--- src/hdl/brf_pkg.sv ---
// ----------------------------------------------------------------------------
// brf_pkg
// Shared types and constants of the byte ring FIFO: field widths, request
// kind codes, command queue entry and result beat layouts.
// ----------------------------------------------------------------------------
package brf_pkg;

   localparam int KIND_W  = 2;
   localparam int LEN_W   = 7;
   localparam int BYTE_W  = 8;
   localparam int CNT_W   = 10;
   localparam int CNT_MAX = 1023;

   localparam logic [KIND_W-1:0] KIND_WRITE = 2'd0;
   localparam logic [KIND_W-1:0] KIND_READ  = 2'd1;
   localparam logic [KIND_W-1:0] KIND_PEEK  = 2'd2;
   localparam logic [KIND_W-1:0] KIND_CLEAR = 2'd3;

   localparam int CMDQ_DEPTH = 4;
   localparam int CMDQ_AW    = 2;

   typedef enum logic [2:0] {
      CMD_RESULT,
      CMD_WRITE,
      CMD_CLEAR,
      CMD_READ,
      CMD_PEEK
   } cmd_op_type;

   // len holds the byte count of a read or peek, else the moved count
   typedef struct packed {
      cmd_op_type        op;
      logic [BYTE_W-1:0] data;
      logic [LEN_W-1:0]  len;
      logic              status;
      logic              last;
      logic [CNT_W-1:0]  held_cnt;
      logic [CNT_W-1:0]  free_cnt;
   } cmd_type;

   typedef struct packed {
      logic              status;
      logic [BYTE_W-1:0] data;
      logic              last;
      logic [LEN_W-1:0]  moved;
      logic [CNT_W-1:0]  held_cnt;
      logic [CNT_W-1:0]  free_cnt;
   } rsp_type;

   typedef struct packed {
      logic empty;
      logic full;
   } q_status_type;

endpackage

--- src/hdl/brf_front.sv ---
// ----------------------------------------------------------------------------
// brf_front
// Request front end: holds capacity, ring pointers and write transfer state,
// classifies each request and queues one command per result source.
// ----------------------------------------------------------------------------
module brf_front #(
   parameter int DEPTH    = 1024,
   parameter int MAX_XFER = 64
) (
   input  logic                           clock,
   input  logic                           reset,
   input  logic                           req_push,
   input  logic [brf_pkg::KIND_W-1:0]     req_kind,
   input  logic                           req_first,
   input  logic [brf_pkg::LEN_W-1:0]      req_length,
   input  logic [brf_pkg::BYTE_W-1:0]     req_data_in,
   input  logic                           csr_wr,
   input  logic [brf_pkg::CNT_W-1:0]      csr_data,
   input  brf_pkg::q_status_type          q_status,
   output logic                           cmd_push,
   output brf_pkg::cmd_type               cmd,
   output logic [brf_pkg::CNT_W-1:0]      usable
);
   import brf_pkg::*;

   localparam int PW  = (DEPTH > 1) ? $clog2(DEPTH) : 1;
   localparam int HW  = ((PW > CNT_W) ? PW : CNT_W) + 1;
   localparam int LIM = (DEPTH - 1 > CNT_MAX) ? CNT_MAX : DEPTH - 1;

   logic [CNT_W-1:0] cap_ff, cap_in;
   logic [PW-1:0]    wp_ff, wp_in;
   logic [PW-1:0]    rp_ff, rp_in;
   logic [LEN_W-1:0] wleft_ff, wleft_in;
   logic [LEN_W-1:0] wlen_ff, wlen_in;
   logic             wdrop_ff, wdrop_in;

   logic [HW-1:0]    slots_x, held_x, rsum_x;
   logic [CNT_W-1:0] held_cnt, free_cnt;
   logic             accept, bad_write, bad_read, store;
   logic [LEN_W-1:0] left_eff, len_eff;

   function automatic logic [PW-1:0] adv1(input logic [PW-1:0] p,
                                          input logic [CNT_W-1:0] u);
      return (HW'(p) >= HW'(u)) ? '0 : p + 1'b1;
   endfunction

   assign usable   = (cap_ff > CNT_W'(LIM)) ? CNT_W'(LIM) : cap_ff;
   assign slots_x  = HW'(usable) + HW'(1);
   assign held_x   = (HW'(wp_ff) >= HW'(rp_ff)) ? HW'(wp_ff) - HW'(rp_ff)
                                                : HW'(wp_ff) + slots_x - HW'(rp_ff);
   assign held_cnt = CNT_W'(held_x);
   assign free_cnt = usable - held_cnt;
   assign accept   = req_push & ~q_status.full;

   assign bad_write = (req_length == '0) || (req_length > LEN_W'(MAX_XFER))
                      || (CNT_W'(req_length) > free_cnt);
   assign bad_read  = (req_length > LEN_W'(MAX_XFER))
                      || (CNT_W'(req_length) > held_cnt);

   assign rsum_x = HW'(rp_ff) + HW'(req_length);

   always_comb begin
      cap_in    = cap_ff;
      wp_in     = wp_ff;
      rp_in     = rp_ff;
      wleft_in  = wleft_ff;
      wlen_in   = wlen_ff;
      wdrop_in  = wdrop_ff;
      store     = 1'b0;
      left_eff  = wleft_ff;
      len_eff   = wlen_ff;
      cmd_push  = 1'b0;
      cmd.op       = CMD_RESULT;
      cmd.data     = req_data_in;
      cmd.len      = '0;
      cmd.status   = 1'b0;
      cmd.last     = 1'b1;
      cmd.held_cnt = held_cnt;
      cmd.free_cnt = free_cnt;
      if (csr_wr) begin
         cap_in   = csr_data;
         wp_in    = '0;
         rp_in    = '0;
         wleft_in = '0;
         wlen_in  = '0;
         wdrop_in = 1'b0;
      end else if (accept) begin
         unique case (req_kind)
            KIND_WRITE: begin
               if (req_first) begin
                  if (bad_write) begin
                     wdrop_in   = 1'b1;
                     wleft_in   = '0;
                     wlen_in    = '0;
                     cmd_push   = 1'b1;
                     cmd.status = 1'b1;
                  end else begin
                     wdrop_in = 1'b0;
                     left_eff = req_length;
                     len_eff  = req_length;
                     store    = 1'b1;
                  end
               end else if (!wdrop_ff && wleft_ff != '0) begin
                  store = 1'b1;
               end
               if (store) begin
                  wp_in        = adv1(wp_ff, usable);
                  wleft_in     = left_eff - 1'b1;
                  cmd_push     = 1'b1;
                  cmd.op       = CMD_WRITE;
                  cmd.held_cnt = held_cnt + 1'b1;
                  cmd.free_cnt = free_cnt - 1'b1;
                  if (left_eff == LEN_W'(1)) begin
                     cmd.last = 1'b1;
                     cmd.len  = len_eff;
                     wlen_in  = '0;
                  end else begin
                     cmd.last = 1'b0;
                     wlen_in  = len_eff;
                  end
               end
            end
            KIND_CLEAR: begin
               wp_in        = '0;
               rp_in        = '0;
               wleft_in     = '0;
               wlen_in      = '0;
               wdrop_in     = 1'b0;
               cmd_push     = 1'b1;
               cmd.op       = CMD_CLEAR;
               cmd.held_cnt = '0;
               cmd.free_cnt = usable;
            end
            KIND_READ, KIND_PEEK: begin
               cmd_push = 1'b1;
               if (req_length == '0) begin
                  cmd.op = CMD_RESULT;
               end else if (bad_read) begin
                  cmd.status = 1'b1;
               end else begin
                  cmd.len = req_length;
                  if (req_kind == KIND_READ) begin
                     cmd.op       = CMD_READ;
                     cmd.held_cnt = held_cnt - CNT_W'(req_length);
                     cmd.free_cnt = free_cnt + CNT_W'(req_length);
                     rp_in = (rsum_x >= slots_x) ? PW'(rsum_x - slots_x) : PW'(rsum_x);
                  end else begin
                     cmd.op = CMD_PEEK;
                  end
               end
            end
         endcase
      end
   end

   always_ff @(posedge clock) begin
      if (reset) begin
         cap_ff   <= CNT_W'(CNT_MAX);
         wp_ff    <= '0;
         rp_ff    <= '0;
         wleft_ff <= '0;
         wlen_ff  <= '0;
         wdrop_ff <= 1'b0;
      end else begin
         cap_ff   <= cap_in;
         wp_ff    <= wp_in;
         rp_ff    <= rp_in;
         wleft_ff <= wleft_in;
         wlen_ff  <= wlen_in;
         wdrop_ff <= wdrop_in;
      end
   end

endmodule

--- config.mk ---
export PLATFORM = sky130hd
export DESIGN_NAME = brf_front
export DESIGN_NICKNAME = d
export VERILOG_FILES = /design/src/hdl/brf_pkg.sv /design/src/hdl/brf_front.sv
export SDC_FILE = /design/constraint.sdc
export NUM_CORES = 1
export LEC_CHECK = 0
export BUFFER_PORTS_ARGS = -buffer_cell sky130_fd_sc_hd__buf_2
export CAP_MARGIN = 20
export CORE_ASPECT_RATIO = 0.7
export CORE_MARGIN = 2
export CORE_UTILIZATION = 61
export DETAILED_ROUTE_END_ITERATION = 8
export GPL_ROUTABILITY_DRIVEN = 0
export GPL_TIMING_DRIVEN = 0
export PLACE_DENSITY = 0.8
export SLEW_MARGIN = 20
export SYNTH_ARGS = -nofsm -noshare
export SYNTH_HDL_FRONTEND = slang
export SYNTH_SLANG_ARGS = --single-unit
--- constraint.sdc ---
create_clock -name clock -period 8.8 [get_ports clock]
set_input_delay 1.32 -clock clock [delete_from_list [all_inputs] [get_ports clock]]
set_output_delay 1.32 -clock clock [all_outputs]
set_load 0.02 [all_outputs]
==> impl_metrics.yaml, run 1 <==
finish:
  finalNetCount: 1205
  syn2layout_area_growth_pct: 13.8
  drive_gt1_frac: 0.168
  antenna_cells: 0
synthesis:
  synth.distinct_cells: 88
  synth_seq_cells: 45
  synthArstFlopShare: 0
  synth_area_leaders: "ha_1 15%, dfxtp_1 12%, xnor2_1 5.4%"
  ys_seq_area_frac: 0.123
  syn-cell-area_sq_mm: 0.00733
  synth_area_leader_cell: "ha_1"
  synth_most_common_cell: "inv_1"
  synth.top_cell.area_share: 0.147
  synth_edf_count: 0
  synth.top_cells.by_count: "97 x inv_1, 86 x ha_1, 76 x nand2_1"
  synthFlopType: "dfxtp_1"
  syn_nets: 1110
  syn_inst: 975
  yosysWarnings: 0
  post_synth.cell_area_avg_sq_um: 7.51
setup_path:
  worst_setup_path_end_kind: "output pin"
  critPathSlowestCell: "fa_1"
  cp_common_cell: "ha_1"
  cp.required_ps: 7480
  reg2regPathDepth: 31
  reg2reg_slack_ps: 1820
  crit_type: "flip-flop to output pin"
  r2r_start: "cap_ff[0]"
  reg2reg_to: "wleft_ff[4]"
  arrival_ps: 7240
  critPathLaunchType: "flip-flop"
  worstPathMaxFanout: 9
  max_stage_delay_ps: 490
route:
  wl_per_cell_um: 20.4
  vias_per_cell: 6.61
  drtIter0Drc: 1214
  drtPass1Iterations: 6
  vias: 8112
  wl_um: 25100
  drc_errors: 0
  ant_nets: 0
sta:
  fmax_ghz: 0.117
  fin_crit_sh: 0.973
  slew_viol_final: 0
  totalNegativeSetupSlack_ps: 0
  fin_crit_ps: 8560
  tightest_slew_ps: 1000
  finalClockSkew_ps: 4.64
  setup_ws_ps: 240
  setup_viol: 0
  slew_headroom: 0.327
  timing_hold_violations_final: 0
clock_network:
  numCtsBuffers: 5
  cts_tree: "done"
  cts.sinks: 45
  htreeDepth: 2
  cts_root_buf: "clkbuf_16"
  cts_buffer_depth: 2
  clkTransAtPathRegs_ps: 70
  clk_latency_ps: 300
hold_path:
  hold-path-endpoint: "rp_ff[9]"
  min_path_cells: 2
  hold_path.class: "flip-flop to flip-flop"
  holdCritStartpoint: "rp_ff[9]"
grt:
  antenna_found_initial: 0
  use_met3: 0.106
  grt_first_pass_wirelength_um: 38600
  grt_pass1_vias: 7266
  grt_max_degree: 15
  use_met2: 0.541
  busiest_layer: "met1"
  gr-usage-met1: 0.573
  grt_use_total: 0.386
  globalRouteOverflowTotal: 0
floorplan:
  die_h_um: 95.7
  core_sq_mm: 0.0117
  boundaryPins: 85
  fp-row-count: 33
  start_util: 0.625
  fp.dieW_um: 135
  dieArea_sq_mm: 0.0129
placement:
  dp_slack_ps: -1060
  place_hpwl_um: 19600
  io_buffers: 75
outcome:
  status: "finished, final reports clean"
pwr:
  ir_drop_mv: 0.116
  p_leak_nw: 3.70
  power_density_mw_per_mm2: 105
flow_run:
  drv_cap: 0
-- kinds of logic (layout without fill, tap and decap cells) --
logic type	Yosys count	in the layout	synth area share
compound gates	304	304	0.293
flops	45	45	0.123
buf+inv	148	244	0.0844
xor+xnor	64	64	0.0825
mux	19	19	0.0287
simple gates	292	292	0.198
fa+ha+maj	103	103	0.191
-- worst max-delay path by stage --
stage	end	start	cells after the start
floorplan	cmd[16]	wp_ff[0]	32
global placement	cmd[25]	wp_ff[0]	34
detailed placement	cmd[25]	wp_ff[0]	34
CTS	cmd[16]	cap_ff[0]	31
global route	cmd[16]	wp_ff[0]	32
finish	cmd[16]	cap_ff[0]	29
-- worst max-delay path, delay by kind of cell, from the launching register on --
family	cells	cell delay, ps
simple gates	10	2010
fa+ha+maj	5	1580
compound gates	7	1580
xor+xnor	3	820
buf+inv	4	550
flops	1	380
-- cell usage in the layout (no fill, tap or decap), drive strengths merged, types with 15 or more instances in the layout --
cell type / n
buf: 105
inv: 97
ha: 86
nand2: 77
a21oi: 73
nor2: 70
o21ai: 52
xnor2: 48
dfxtp: 45
clkbuf: 38
nand3: 31
a21o: 25
nor3: 24
o211ai: 22
a22oi: 16
nand2b: 15
xor2: 15
fa: 15
-- routing by layer --
metal | part of all wire | vias up
met2 | 0.39 | 589
met3 | 0.15 | 81
met5 | 0 | -
li1 | - | 3709
met1 | 0.43 | 3733
met4 | 0.027 | 0
-- power by group --
part / switching, mW / internal [mW]
Sequential: 0.00616 / 0.207
Combinational: 0.251 / 0.157
Clock: 0.0911 / 0.163
-- repair_timing --
action | in CTS | in global routing
hold buffers | 0 | 0
buffers inserted | 8 | 6
gates resized for setup | 19 | 16
pin swaps | 7 | 7
setup endpoints to repair | 30 | 22
-- state kept, by name, indices dropped and copies added (netlist names) --
signal    flops
wleft_ff      7
rp_ff        10
wlen_ff       7
wp_ff        10
cap_ff       10
wdrop_ff      1
-- layout make-up --
cell class / count / area [sq um]
plain buffers: 49 / 251
clock inverters: 3 / 65.1
well taps: 157 / 196
multi-input cells: 782 / 5950
inverters: 98 / 368
repair buffers: 89 / 483
flip-flops and latches: 45 / 906
fillers: 1019 / 3390
clock buffers: 5 / 125
-- through the flow --
| stage | area (sq um) | hold WS (ps) | cells | util | power (mW) |
|---|---|---|---|---|---|
| final | 8340 | 460 | 1228 | 0.711 | 0.875 |
| after CTS | 8240 | 460 | 1223 | 0.703 | 0.859 |
| after global placement | 7900 | 437 | 1207 | 0.674 | 0.590 |
| after floorplan | 7330 | 432 | 975 | - | 0.496 |
| after detailed placement | 7900 | 450 | 1207 | 0.674 | 0.598 |
| after global routing | 8340 | 492 | 1228 | 0.711 | 0.918 |
No activity file was read; power rests on OpenSTA's default activity.
==> inputs of run 2 (changes only) <==
--- a/config.mk
+++ b/config.mk
@@ -5,7 +5,7 @@
 export SDC_FILE = /design/constraint.sdc
 export NUM_CORES = 1
 export LEC_CHECK = 0
-export BUFFER_PORTS_ARGS = -buffer_cell sky130_fd_sc_hd__buf_2
+export BUFFER_PORTS_ARGS = -buffer_cell sky130_fd_sc_hd__clkbuf_2
 export CAP_MARGIN = 20
 export CORE_ASPECT_RATIO = 0.7
 export CORE_MARGIN = 2
==> impl_metrics.yaml, run 2 (same netlist as run 1, synthesis figures left out) <==
grt:
  grt_max_degree: 16
  antenna_found_initial: 0
  globalRouteOverflowTotal: 0
  grt_first_pass_wirelength_um: 38200
  grt_use_total: 0.381
  grt_pass1_vias: 7165
flow_run:
  drv_cap: 0
clock_network:
  numCtsBuffers: 5
  cts.sinks: 45
  clk_latency_ps: 300
  cts_root_buf: "clkbuf_16"
  cts_tree: "done"
  htreeDepth: 2
  ctsHoldBuffers: 0
  cts_buffer_depth: 2
  clkTransAtPathRegs_ps: 70
route:
  drtPass1Iterations: 6
  vias_per_cell: 6.56
  wl_per_cell_um: 19.9
  ant_nets: 0
  drc_errors: 0
  wl_um: 24500
  vias: 8058
  drtIter0Drc: 982
pwr:
  internal_power_mw: 0.499
  p_seq_frac: 0.251
  switchingPower_mw: 0.351
  p_leak_nw: 3.70
  clkPwrFrac: 0.269
  switching_share: 0.413
  ir_drop_mv: 0.105
  power_density_mw_per_mm2: 102
  p_comb_frac: 0.479
sta:
  rsz0062_at_grt: "false"
  fin_crit_sh: 0.958
  timing_hold_violations_final: 0
  finalClockSkew_ps: 8.24
  fmax_ghz: 0.119
  slew_headroom: 0.331
  setup_viol: 0
  holdWs_ps: 461
  tightest_slew_ps: 997
  fin_crit_ps: 8430
  setup_ws_ps: 368
  slew_viol_final: 0
floorplan:
  dieArea_sq_mm: 0.0129
  core_sq_mm: 0.0117
  boundaryPins: 85
  die_h_um: 95.7
  fp.dieW_um: 135
  fp-row-count: 33
  start_util: 0.625
placement:
  dp_slack_ps: -1040
  place_hpwl_um: 19300
  io_buffers: 75
setup_path:
  critPathSlowestCell: "fa_1"
  cp.required_ps: 7480
  critPathLaunchType: "flip-flop"
  worst_setup_path_end_kind: "output pin"
  worstPathMaxFanout: 9
  arrival_ps: 7110
  max_stage_delay_ps: 540
  crit_type: "flip-flop to output pin"
finish:
  mostFrequentLayoutCell: "inv_1"
  drive_gt1_frac: 0.165
  finalNetCount: 1205
  fill_cells: 977
  reg_top3: "cap_ff: 10 flops, rp_ff: 10 flops, wp_ff: 10 flops"
  antenna_cells: 0
  mostFrequentLayoutCells: "96 x inv_1, 84 x ha_1, 75 x nand2_1"
  syn2layout_area_growth_pct: 13.8
hold_path:
  hold_path.class: "flip-flop to flip-flop"
outcome:
  status: "finished, final reports clean"
[run 2: cell count changes in the layout (fill, tap and decap cells not counted), sizes merged]
cell / before / now
clkbuf: 38 / 111
bufinv: 2 / 1
buf: 105 / 32
inv: 97 / 98
[run 2: worst max-delay path: cells and delay by family (launching register included)]
| family | cells | cell delay, ps |
|---|---|---|
| xor gates and xnor gates | 2 | 350 |
| AOI/OAI and AO/OA | 9 | 1770 |
| adders and majority gates | 5 | 1730 |
| and+or+nand+nor | 10 | 1860 |
| DFF | 1 | 390 |
| buffers and inverters | 5 | 670 |
[run 2: path summary, 6_finish.rpt]
check	from	to	slack, ps	depth (start not counted)
worst max register to register	cap_ff[1]	wleft_ff[4]	1830	31
worst min register to register	rp_ff[9]	rp_ff[9]	460	2
worst max-delay path	cap_ff[1]	cmd[16]	370	31
worst min-delay path	rp_ff[9]	rp_ff[9]	460	2
[run 2: layout make-up]
class                      instances  area (sq um)  share of cell area
buffer                            50           263              0.0315
clock buffer                       5           125              0.0150
clock inverter                     3          43.8             0.00525
inverter                          98           368              0.0441
multi-input combinational        782          5960               0.715
sequential                        45           903               0.108
tap                              157           196              0.0236
timing repair buffer              88           475              0.0570
[run 2: power by group through the flow]
stage	sequential [mW]	clock, mW	combinational, mW
after floorplan	0.215	0	0.281
after global placement	0.218	0	0.372
after detailed placement	0.218	0	0.380
after CTS	0.213	0.230	0.392
after global routing	0.214	0.235	0.443
final	0.214	0.229	0.408
[run 2: timing repair]
| action | in CTS | in global routing |
|---|---|---|
| pin swaps | 6 | 8 |
| setup endpoints to repair | 30 | 25 |
| endpoints found under the hold margin | 0 | 0 |
| resized for setup | 24 | 13 |
| buffers inserted | 7 | 6 |
[run 2: metal layers]
layer / vias up / wire length, um / track usage
li1: 3714 / - / -
met1: 3735 / 10800 / 0.568
met2: 547 / 9530 / 0.529
met3: 62 / 3520 / 0.112
met4: 0 / 606 / 0.101
met5: - / 0 / 0
[run 2: per-stage QoR]
step	util	TNS [ps]	area [sq um]	cells	power (mW)
after floorplan	-	0	7330	975	0.496
after global placement	0.674	-15120	7900	1207	0.590
after detailed placement	0.674	-18950	7900	1207	0.597
after CTS	0.703	0	8250	1222	0.835
after global routing	0.711	0	8340	1228	0.892
final	0.711	0	8340	1228	0.850
