`src/hdl/brf_pkg.sv`:
```
// ----------------------------------------------------------------------------
// brf_pkg
// Shared types and constants of the byte ring FIFO: field widths, request
// kind codes, command queue entry and result beat layouts.
// ----------------------------------------------------------------------------
package brf_pkg;

   localparam int KIND_W  = 2;
   localparam int LEN_W   = 7;
   localparam int BYTE_W  = 8;
   localparam int CNT_W   = 10;
   localparam int CNT_MAX = 1023;

   localparam logic [KIND_W-1:0] KIND_WRITE = 2'd0;
   localparam logic [KIND_W-1:0] KIND_READ  = 2'd1;
   localparam logic [KIND_W-1:0] KIND_PEEK  = 2'd2;
   localparam logic [KIND_W-1:0] KIND_CLEAR = 2'd3;

   localparam int CMDQ_DEPTH = 4;
   localparam int CMDQ_AW    = 2;

   typedef enum logic [2:0] {
      CMD_RESULT,
      CMD_WRITE,
      CMD_CLEAR,
      CMD_READ,
      CMD_PEEK
   } cmd_op_type;

   // len holds the byte count of a read or peek, else the moved count
   typedef struct packed {
      cmd_op_type        op;
      logic [BYTE_W-1:0] data;
      logic [LEN_W-1:0]  len;
      logic              status;
      logic              last;
      logic [CNT_W-1:0]  held_cnt;
      logic [CNT_W-1:0]  free_cnt;
   } cmd_type;

   typedef struct packed {
      logic              status;
      logic [BYTE_W-1:0] data;
      logic              last;
      logic [LEN_W-1:0]  moved;
      logic [CNT_W-1:0]  held_cnt;
      logic [CNT_W-1:0]  free_cnt;
   } rsp_type;

   typedef struct packed {
      logic empty;
      logic full;
   } q_status_type;

endpackage

```
`src/hdl/brf_cmdq.sv`:
```
// ----------------------------------------------------------------------------
// brf_cmdq
// Short command queue between the front end and the back end.
// ----------------------------------------------------------------------------
module brf_cmdq (
   input  logic                  clock,
   input  logic                  reset,
   input  logic                  push,
   input  brf_pkg::cmd_type      push_cmd,
   input  logic                  pop,
   output brf_pkg::cmd_type      pop_cmd,
   output brf_pkg::q_status_type q_status
);
   import brf_pkg::*;

   cmd_type              entry_ff [CMDQ_DEPTH];
   logic [CMDQ_AW-1:0]   wr_ptr_ff, wr_ptr_in;
   logic [CMDQ_AW-1:0]   rd_ptr_ff, rd_ptr_in;
   logic [CMDQ_AW:0]     count_ff, count_in;
   logic                 do_push, do_pop;

   assign q_status.empty = (count_ff == '0);
   assign q_status.full  = (count_ff == (CMDQ_AW+1)'(CMDQ_DEPTH));
   assign do_push        = push & ~q_status.full;
   assign do_pop         = pop & ~q_status.empty;
   assign pop_cmd        = entry_ff[rd_ptr_ff];

   assign wr_ptr_in = do_push ? wr_ptr_ff + 1'b1 : wr_ptr_ff;
   assign rd_ptr_in = do_pop ? rd_ptr_ff + 1'b1 : rd_ptr_ff;
   assign count_in  = count_ff + (CMDQ_AW+1)'(do_push) - (CMDQ_AW+1)'(do_pop);

   always_ff @(posedge clock) begin
      if (do_push) begin
         entry_ff[wr_ptr_ff] <= push_cmd;
      end
   end

   always_ff @(posedge clock) begin
      if (reset) begin
         wr_ptr_ff <= '0;
         rd_ptr_ff <= '0;
         count_ff  <= '0;
      end else begin
         wr_ptr_ff <= wr_ptr_in;
         rd_ptr_ff <= rd_ptr_in;
         count_ff  <= count_in;
      end
   end

endmodule

```
`config.mk`:
```
export PLATFORM = sky130hd
export DESIGN_NAME = brf_cmdq
export DESIGN_NICKNAME = d
export VERILOG_FILES = /design/src/hdl/brf_pkg.sv /design/src/hdl/brf_cmdq.sv
export SDC_FILE = /design/constraint.sdc
export NUM_CORES = 1
export LEC_CHECK = 0
export ABC_AREA = 1
export BUFFER_PORTS_ARGS = -buffer_cell sky130_fd_sc_hd__buf_2
export CORE_UTILIZATION = 61
export DETAILED_ROUTE_END_ITERATION = 7
export HOLD_SLACK_MARGIN = 0.1
export PLACE_DENSITY = 0.85
export SYNTH_ARGS = -nofsm -noshare
export SYNTH_HDL_FRONTEND = slang
export SYNTH_SLANG_ARGS = --single-unit
```
`constraint.sdc`:
```
create_clock -name clock -period 8.8 [get_ports clock]
set_clock_uncertainty 0.15 [all_clocks]
set_input_delay 1.76 -clock clock [delete_from_list [all_inputs] [get_ports clock]]
set_output_delay 1.76 -clock clock [all_outputs]
set_load 0.005 [all_outputs]
```
==> results of run 1 <==
per-stage QoR:
stage                     cells  total power (W)  hold WS (ns)  setup slack, ns  instance area [um2]
after floorplan             456          0.00135         0.298             4.65                 6540
after global placement      659          0.00147         0.313             5.12                 6950
after detailed placement    659          0.00149         0.331             5.02                 6950
after CTS                   691          0.00219         0.343             4.44                 7510
after global routing        692          0.00228         0.384             4.25                 7520
final                       693          0.00218         0.342             4.45                 7520
power groups by stage:
| stage | clock [W] | sequential, W | combinational [W] |
|---|---|---|---|
| after floorplan | 0 | 0.00102 | 0.000334 |
| after global placement | 0 | 0.00103 | 0.000439 |
| after detailed placement | 0 | 0.00104 | 0.000457 |
| after CTS | 0.000712 | 0.00102 | 0.000461 |
| after global routing | 0.000744 | 0.00103 | 0.000510 |
| final | 0.000703 | 0.00102 | 0.000457 |
cell type report:
class                           count  area [um2]  share of cell area (%)
Tap cell                          136         170                    2.26
Inverter                           20        87.6                    1.16
Multi-Input combinational cell    242        1230                    16.3
Clock inverter                     12         140                    1.86
Antenna cell                        2        5.00                  0.0666
Sequential cell                   169        4990                    66.3
Timing Repair Buffer               92         478                    6.36
Clock buffer                       20         425                    5.66
how the worst min path moves through the flow:
| stage | start | end | depth (start not counted) |
|---|---|---|---|
| 2_1_floorplan | rd_ptr_ff[0] | register | 2 |
| 3_3_place_gp | rd_ptr_ff[0] | rd_ptr_ff[0] | 2 |
| 3_5_place_dp | rd_ptr_ff[0] | rd_ptr_ff[0] | 2 |
| 4_1_cts | rd_ptr_ff[0] | rd_ptr_ff[0] | 2 |
| 5_1_grt | rd_ptr_ff[0] | rd_ptr_ff[0] | 2 |
| 6_report | rd_ptr_ff[0] | rd_ptr_ff[0] | 2 |
synth_stat cells (all sizes together):
cell,instances,area share (%)
inv,20,1.3
o22ai,40,3.8
edfxtp,160,74
nor2,94,5.4
o21ai,80,6.2
nand2,12,0.69
ha,6,1.1
dfxtp,9,2.8
buf,25,4.1
fa,1,0.31
a21oi,5,0.38
nand3,4,0.31
sequential cells by signal, indices dropped and copies added (netlist names), named ones only:
signal     flops
count_ff       3
entry_ff     160
rd_ptr_ff      2
wr_ptr_ff      2
cells by family after synthesis:
group	count (synthesis)	synth area share, %
simple gates	110	6.39
buf+inv	45	5.42
compound gates	125	10.5
fa+ha+maj	7	1.46
flops	169	76.3
worst reg2reg max path, delay by kind of cell (launching register included):
family | cells | cell delay (ns)
buffers and inverters | 1 | 0.45
DFF | 1 | 0.35
and+or+nand+nor | 4 | 1.08
metal layers:
metal / wire length, um / up-vias
met5: 0 / -
met4: 200 / 0
met3: 762 / 16
met2: 6450 / 142
met1: 5180 / 2000
li1: - / 1855
==> impl_metrics.csv, run 1 <==
group,metric,value,unit
logic_synthesis,synth-seq-cells,169,
sta,period_share,49.4,%
setup_path,r2r-end,"entry_ff[2][9]",
sta,tightest_slew,0.801,ns
global_route,grt.busiest_layer,"met2",
final_layout,postLayoutCoreUtil,72.5,%
setup_path,path_buf_inv,2,
setup_path,crit_end,"pop_cmd[6]",
routing,via_per_inst,5.79,
global_route,use_met2,38.9,%
setup_path,crit_cells,4,
routing,postRouteAntennaNets,0,
setup_path,critPathMaxStageDelay,0.75,ns
routing,vias,4013,
power,p_seq_share,46.8,%
logic_synthesis,seq_area_frac_synth,76.3,%
setup_path,end_kind,"primary output",
final_layout,drive_gt1_share,23.2,%
setup_path,worstSetupPathType,"register to primary output",
sta,period_minus_slack,4.35,ns
logic_synthesis,synth_cells,456,
setup_path,crit_path_cell_trace,"buf_4 > o21ai_0 > o22ai_1 > buf_2",
logic_synthesis,synth_fp_nets,507,
setup_path,rr_worst_depth,5,
power,combPwrFrac,21.0,%
sta,grt_setup_unrepaired,"no",
final_layout,finalNetCount,593,
routing,routed_wl,12600,um
power,vdd_drop_max,0.172,mV
cts,ctsHoldBuffers,0,
final_layout,final_cell_mix,"edfxtp_1 (160), nor2_1 (90), buf_2 (85)",
cts,cts_sinks,169,
routing,drt_first_pass_iters,4,
global_route,grt_overflow,0,
setup_path,r2r_start,"count_ff[1]",
global_route,grt_pass1_wl,19300,um
power,p_int,0.00155,W
sta,tns,0,ns
power,powerDensity,290,nW/um2
placed_design,gp_congestion,0.721,
power,p_switching,0.000629,W
routing,drc,0,
placed_design,hpwl,7100,um
cts,numCtsBuffers,17,
setup_path,cp_slowest_cell,"dfxtp_2",
sta,hold_viol,0,
sta,setup_violations,0,
cts,cts_max_level,4,
setup_path,crit_fanout,52,
sta,fmax,230,MHz
floorplan,core_area,10400,um2
power,clockPowerShare,32.3,%
global_route,grtUsageMet1,30.1,%
logic_synthesis,synth.distinct_cells,19,
cts,clkLatencyLatePin,0.52,ns
outcome,status,"complete, no violations",
job,cap_viol_max_count,0,
final_layout,fillCellCount,678,
logic_synthesis,yosysWarnings,0,
global_route,met3_usage,6.68,%
global_route,grt_start_max_net_pins,81,
final_layout,syn2layout_area_growth,15.0,%
power,swShare,28.9,%
setup_path,start_kind,"register",
floorplan,initial_core_util,63.0,%
floorplan,row_count,37,
floorplan,die_width,106,um
floorplan,io_pins,86,
setup_path,path_delay_family,"flip-flops",
cts,cts_buffer_depth,2,
setup_path,ff2ff_setup_slack,6.42,ns
cts,cts_setup_buffers,0,
cts,postCtsResizedCells,0,
cts,clk_pin_slew_worst_paths,0.06,ns
logic_synthesis,syn_area,6540,um2
floorplan,die_h,106,um
hold_path,worstHoldPathType,"register to register",
power,power.leakage,2.71,nW
global_route,grt_antenna_before_repair,3,
cts,cts_tree,"built",
setup_path,arrival,2.44,ns
routing,initialDrtViolationCount,274,
sta,slew_violations,0,
cts,cts_root_buffer,"clkbuf_8",
sta,slew_headroom,46.5,%
logic_synthesis,avgSynthCellArea,14.3,um2
setup_path,cp_data_required_time,6.89,ns
global_route,track_usage,23.7,%
global_route,grt_pass1_vias,3859,
placed_design,numPortBuffers,85,
floorplan,die-area,11100,um2
routing,wl_per_cell,18.2,um
final_layout,layout_commonest_cell,"edfxtp_1",
No activity file was read; power rests on OpenSTA's default activity.
==> run 2, diff against run 1 <==
--- a/config.mk
+++ b/config.mk
@@ -7,10 +7,10 @@
 export LEC_CHECK = 0
 export ABC_AREA = 1
 export BUFFER_PORTS_ARGS = -buffer_cell sky130_fd_sc_hd__buf_2
-export CORE_UTILIZATION = 61
+export CORE_UTILIZATION = 51
 export DETAILED_ROUTE_END_ITERATION = 7
 export HOLD_SLACK_MARGIN = 0.1
-export PLACE_DENSITY = 0.85
+export PLACE_DENSITY = 0.76
 export SYNTH_ARGS = -nofsm -noshare
 export SYNTH_HDL_FRONTEND = slang
 export SYNTH_SLANG_ARGS = --single-unit
==> constraint.sdc (replaced) <==
create_clock -name clock -period 3.7 [get_ports clock]
set_clock_uncertainty 0.15 [all_clocks]
set_input_delay 0.74 -clock clock [delete_from_list [all_inputs] [get_ports clock]]
set_output_delay 0.74 -clock clock [all_outputs]
set_load 0.005 [all_outputs]
==> run 2 against run 1 <==
Compared with the run above:
- register-to-register slack lost 5.1 ns
- first-iteration DRC count grew 37%
- worst hold slack gained 0.011 ns
- sequential share of layout area shrank 0.60 points
- highest routed layer unchanged
==> impl_metrics.csv, run 2 (same netlist as run 1, synthesis figures left out) <==
group,metric,value,unit
job,cap_viol_max_count,0,
cts,clkLatencyLatePin,0.42,ns
sta,slew_headroom,57.1,%
sta,hold_viol,0,
floorplan,die_width,115,um
cts,clk_pin_slew_worst_paths,0.06,ns
final_layout,finalInstanceArea,7590,um2
placed_design,hpwl,7480,um
routing,routed_wl,12700,um
final_layout,regMostFlops,"entry_ff",
global_route,grt.busiest_layer,"met2",
final_layout,largest_reg_flops,160,
power,p_seq_share,46.2,%
setup_path,path_buf_inv,3,
sta,period_minus_slack,2.84,ns
hold_path,hold_depth,2,
power,swShare,28.0,%
placed_design,gp_congestion,0.793,
setup_path,cp_data_required_time,2.81,ns
sta,setup_violations,0,
sta,slew_violations,0,
setup_path,worstSetupPathType,"register to primary output",
routing,postRouteAntennaNets,0,
global_route,met3_usage,7.01,%
floorplan,row_count,40,
final_layout,finalNetCount,597,
global_route,track_usage,20.8,%
global_route,grtUsageMet1,25.9,%
routing,vias,3889,
floorplan,core_area,12300,um2
power,vdd_drop_max,0.452,mV
sta,tightest_slew,0.643,ns
floorplan,die_h,115,um
final_layout,fillCellCount,941,
setup_path,end_kind,"primary output",
floorplan,die-area,13300,um2
routing,drt_first_pass_iters,4,
setup_path,cp_slowest_cell,"buf_4",
setup_path,rr_worst_depth,9,
cts,cts_setup_buffers,0,
cts,cts_tree,"built",
hold_path,min_from,"reset",
sta,grt_setup_unrepaired,"no",
global_route,grt_pass1_vias,3978,
cts,cts_buffer_depth,2,
routing,wl_per_cell,17.4,um
setup_path,crit_path_cell_trace,"inv_1 > buf_4 > o21ai_1 > o22ai_1 > buf_2",
sta,tns,0,ns
cts,numCtsBuffers,17,
placed_design,dpl_cell_area,7020,um2
power,combPwrFrac,21.4,%
final_layout,final_cell_mix,"edfxtp_1 (160), nor2_1 (90), buf_2 (85)",
setup_path,ff2ff_setup_slack,1.36,ns
routing,via_per_inst,5.34,
floorplan,io_pins,86,
cts,cts_sinks,169,
power,p_int,0.00375,W
cts,cts_root_buffer,"clkbuf_16",
setup_path,critPathMaxStageDelay,0.40,ns
hold_path,min_to,"count_ff[1]",
outcome,status,"complete, no violations",
final_layout,layout_commonest_cell,"edfxtp_1",
cts,cts_max_level,4,
global_route,grt_start_max_net_pins,81,
sta,fmax,352,MHz
global_route,use_met2,33.9,%
final_layout,drive_gt1_share,23.4,%
hold_path,worstHoldPathType,"input pin to register",
setup_path,crit_fanout,28,
setup_path,start_kind,"register",
global_route,grt_pass1_wl,20200,um
final_layout,top_regs,"entry_ff (160), count_ff (3)",
setup_path,path_delay_family,"buffers and inverters",
placed_design,numPortBuffers,85,
power,clockPowerShare,32.5,%
cts,ctsHoldBuffers,0,
power,p_switching,0.00145,W
setup_path,r2r-end,"count_ff[2]",
floorplan,initial_core_util,53.3,%
cts,postCtsResizedCells,0,
global_route,grt_antenna_before_repair,1,
setup_path,r2r_start,"count_ff[1]",
sta,period_share,76.8,%
global_route,grt_overflow,0,
power,powerDensity,685,nW/um2
final_layout,syn2layout_area_growth,16.1,%
final_layout,register_area,4990,um2
power,power.leakage,2.74,nW
routing,initialDrtViolationCount,375,
routing,drc,0,
final_layout,multiInputGateArea,1230,um2
setup_path,arrival,1.95,ns
==> run 2: changes by cell type in the layout (fill, tap and decap cells not counted) <==
cell,previous run,this run
clkbuf_1,3,5
clkinv_2,1,4
diode_2,2,1
clkbuf_8,1,2
clkinv_4,2,0
clkbuf_16,16,17
inv_6,4,0
buf_4,7,11
clkinvlp_4,3,2
==> run 2: layout make-up <==
type	instances	area share (%)
well taps	168	2.77
inverters	20	1.15
clock inverters	8	1.25
flip-flops and latches	169	65.7
diodes	1	0.0330
multi-input cells	242	16.2
repair buffers	96	6.70
clock buffers	24	6.22
==> run 2: worst reg2reg max path, stage by stage, from the launching register on <==
cell and delay, ns:
dfxtp_1 0.36, nor2_1 0.08, nand2_1 0.17, nand2_1 0.28
ha_1 0.38, inv_1 0.04, ha_1 0.19, fa_1 0.38
a21oi_1 0.15, nor2_1 0.06
==> run 2: routing by layer <==
layer	vias to the layer above	part of all wire, %
met5	-	0
met4	0	0.99
met3	11	7.4
met2	111	48
met1	1905	43
li1	1862	-
==> run 2: how the worst max path moves through the flow <==
stage,start,endpoint,slack [ns],cells past startpoint
3_3_place_gp,push,count_ff[2],1.20,8
6_report,register,pop_cmd[4],0.86,5
5_1_grt,register,pop_cmd[4],0.69,5
3_5_place_dp,push,count_ff[2],1.13,8
2_1_floorplan,push,entry_ff[0][0],0.57,2
4_1_cts,register,pop_cmd[4],0.82,5
==> run 2: stage by stage <==
stage | utilization, % | setup WS [ns] | std cells | power, W | hold WS [ns]
2_1_floorplan | - | 0.569 | 456 | 0.00322 | 0.298
3_3_place_gp | 57.2 | 1.20 | 695 | 0.00351 | 0.311
3_5_place_dp | 57.2 | 1.13 | 695 | 0.00357 | 0.361
4_1_cts | 61.9 | 0.824 | 727 | 0.00524 | 0.340
5_1_grt | 61.9 | 0.689 | 727 | 0.00547 | 0.367
6_report | 61.9 | 0.857 | 728 | 0.00520 | 0.353
==> run 2: power by group through the flow <==
stage / clock, W / combinational, W / sequential, W
6_report: 0.00169 / 0.00111 / 0.00240
5_1_grt: 0.00179 / 0.00126 / 0.00242
3_5_place_dp: 0 / 0.00113 / 0.00244
4_1_cts: 0.00171 / 0.00113 / 0.00240
3_3_place_gp: 0 / 0.00108 / 0.00243
2_1_floorplan: 0 / 0.000794 / 0.00242
==> run 3, diff against run 2 <==
==> constraint.sdc (replaced) <==
create_clock -name clock -period 2.4 [get_ports clock]
set_clock_uncertainty 0.15 [all_clocks]
set_input_delay 0.48 -clock clock [delete_from_list [all_inputs] [get_ports clock]]
set_output_delay 0.48 -clock clock [all_outputs]
set_load 0.005 [all_outputs]
==> run 3 against run 2 <==
Compared with the run above:
- core utilization is 1.7 points higher
- largest cell class unchanged
- highest routed layer unchanged
- sequential power is 55% higher
- critical path depth is 1 lower
- power is 59% higher
- first-iteration DRC count is 20% lower
- non-clock buffer count is 7 higher
- register-to-register slack worse by 0.98 ns
==> impl_metrics.csv, run 3 (same netlist as run 1, synthesis figures left out) <==
group,metric,value,unit
floorplan,core_area,12300,um2
routing,wl_per_cell,17.3,um
setup_path,end_kind,"primary output",
hold_path,min_from,"push_cmd[8]",
cts,cts_tree,"built",
setup_path,rr_worst_depth,10,
routing,drt_first_pass_iters,4,
final_layout,drive_gt1_share,23.5,%
setup_path,start_kind,"register",
sta,setup_violations,0,
final_layout,syn2layout_area_growth,19.4,%
setup_path,r2r-end,"count_ff[1]",
global_route,track_usage,20.1,%
hold_path,worstHoldPathType,"input pin to register",
sta,period_share,94.6,%
placed_design,hpwl,7410,um
routing,vias,3950,
floorplan,initial_core_util,53.3,%
global_route,grt_start_max_net_pins,81,
cts,clkLatencyLatePin,0.42,ns
global_route,grt_antenna_before_repair,0,
global_route,grt_pass1_wl,19100,um
floorplan,io_pins,86,
hold_path,hold_depth,1,
power,powerDensity,1060,nW/um2
final_layout,fillCellCount,882,
sta,slew_headroom,72.7,%
setup_path,crit_fanout,27,
setup_path,cp_data_required_time,1.77,ns
global_route,grt.busiest_layer,"met2",
global_route,use_met2,33.0,%
cts,cts_sinks,169,
job,cap_viol_max_count,0,
cts,cts_max_level,4,
routing,drc,0,
cts,cts_buffer_depth,2,
global_route,grt_overflow,0,
final_layout,regMostFlops,"entry_ff",
setup_path,critPathMaxStageDelay,0.45,ns
sta,grt_setup_unrepaired,"no",
final_layout,layout_commonest_cell,"edfxtp_1",
power,vdd_drop_max,0.665,mV
final_layout,largest_reg_flops,160,
floorplan,die-area,13300,um2
floorplan,row_count,40,
setup_path,ff2ff_setup_slack,0.38,ns
setup_path,path_delay_family,"flip-flops",
outcome,status,"complete, no violations",
setup_path,cp_slowest_cell,"dfxtp_4",
floorplan,die_h,115,um
sta,hold_viol,0,
global_route,grt_pass1_vias,3910,
final_layout,finalNetCount,604,
setup_path,crit_path_cell_trace,"buf_6 > o21ai_0 > o22ai_1 > buf_2",
cts,cts_setup_buffers,0,
cts,cts_root_buffer,"clkbuf_16",
power,power,0.00826,W
placed_design,numPortBuffers,85,
floorplan,die_width,115,um
hold_path,min_to,"entry_ff[2][8]",
sta,slew_violations,0,
power,power.leakage,2.82,nW
setup_path,path_buf_inv,2,
routing,initialDrtViolationCount,300,
sta,tightest_slew,0.408,ns
global_route,grtUsageMet1,24.0,%
routing,postRouteAntennaNets,0,
setup_path,r2r_start,"count_ff[1]",
sta,fmax,441,MHz
cts,numCtsBuffers,17,
sta,tns,0,ns
global_route,met3_usage,6.59,%
final_layout,multiInputGateArea,1230,um2
routing,routed_wl,12700,um
routing,via_per_inst,5.38,
final_layout,final_cell_mix,"edfxtp_1 (160), nor2_1 (90), buf_2 (85)",
final_layout,n_antenna_cell,0,
placed_design,gp_congestion,0.764,
final_layout,top_regs,"entry_ff (160), count_ff (3)",
final_layout,register_area,4990,um2
setup_path,worstSetupPathType,"register to primary output",
cts,clk_pin_slew_worst_paths,0.06,ns
sta,period_minus_slack,2.27,ns
setup_path,arrival,1.64,ns
[run 3: cell types whose count changed in the layout (fill, tap and decap cells not counted), sizes merged]
cell	delta
bufinv	+2
dlygate4sd3	+3
clkinvlp	-2
diode	-1
clkinv	+4
clkbuf	-3
buf	+3
[run 3: worst max-delay path by stage]
stage | start | slack, ns | cells past startpoint | endpoint
CTS | register | 0.03 | 4 | pop_cmd[31]
floorplan | count_ff[1] | -0.53 | 4 | entry_ff[0][0]
global placement | push | 0.41 | 8 | count_ff[2]
finish | register | 0.13 | 4 | pop_cmd[31]
detailed placement | count_ff[1] | 0.38 | 11 | count_ff[2]
global route | register | 0.009 | 4 | pop_cmd[31]
[run 3: where the power goes]
part,leakage (nW),switching (W),internal [W],total (W)
clock network,0.291,0.000992,0.00172,0.00271
registers,1.54,0.000111,0.00360,0.00371
logic,0.990,0.00114,0.000709,0.00185
total,2.82,0.00224,0.00602,0.00826
[run 3: cell type report]
| type | instances | area share (%) |
|---|---|---|
| sequential | 169 | 63.9 |
| multi-input combinational | 242 | 15.7 |
| timing repair buffer | 103 | 8.93 |
| clock buffer | 20 | 5.60 |
| tap | 168 | 2.69 |
| clock inverter | 12 | 1.99 |
| inverter | 20 | 1.12 |
[run 3: through the flow]
stage	cells	setup WS (ns)	cell area [um2]	hold WS, ns	util (%)
5_1_grt	734	0.00948	7800	0.109	63.6
4_1_cts	733	0.0343	7770	0.100	63.3
3_5_place_dp	698	0.381	7140	0.324	58.2
2_1_floorplan	456	-0.528	6540	0.298	-
3_3_place_gp	698	0.411	7140	0.322	58.2
6_report	734	0.131	7800	0.124	63.6
[run 3: layer usage]
metal	up-vias	wire (um)	part of all wire, %
met2	137	6270	49
met4	0	264	2.1
met5	-	0	0
li1	1886	-	-
met3	25	834	6.6
met1	1902	5340	42
[run 3: timing repair]
action,in CTS,in global routing
gates cloned,0,1
resized for setup,1,3
hold endpoints to repair,10,0
hold buffers,3,0
setup endpoints to repair,2,4
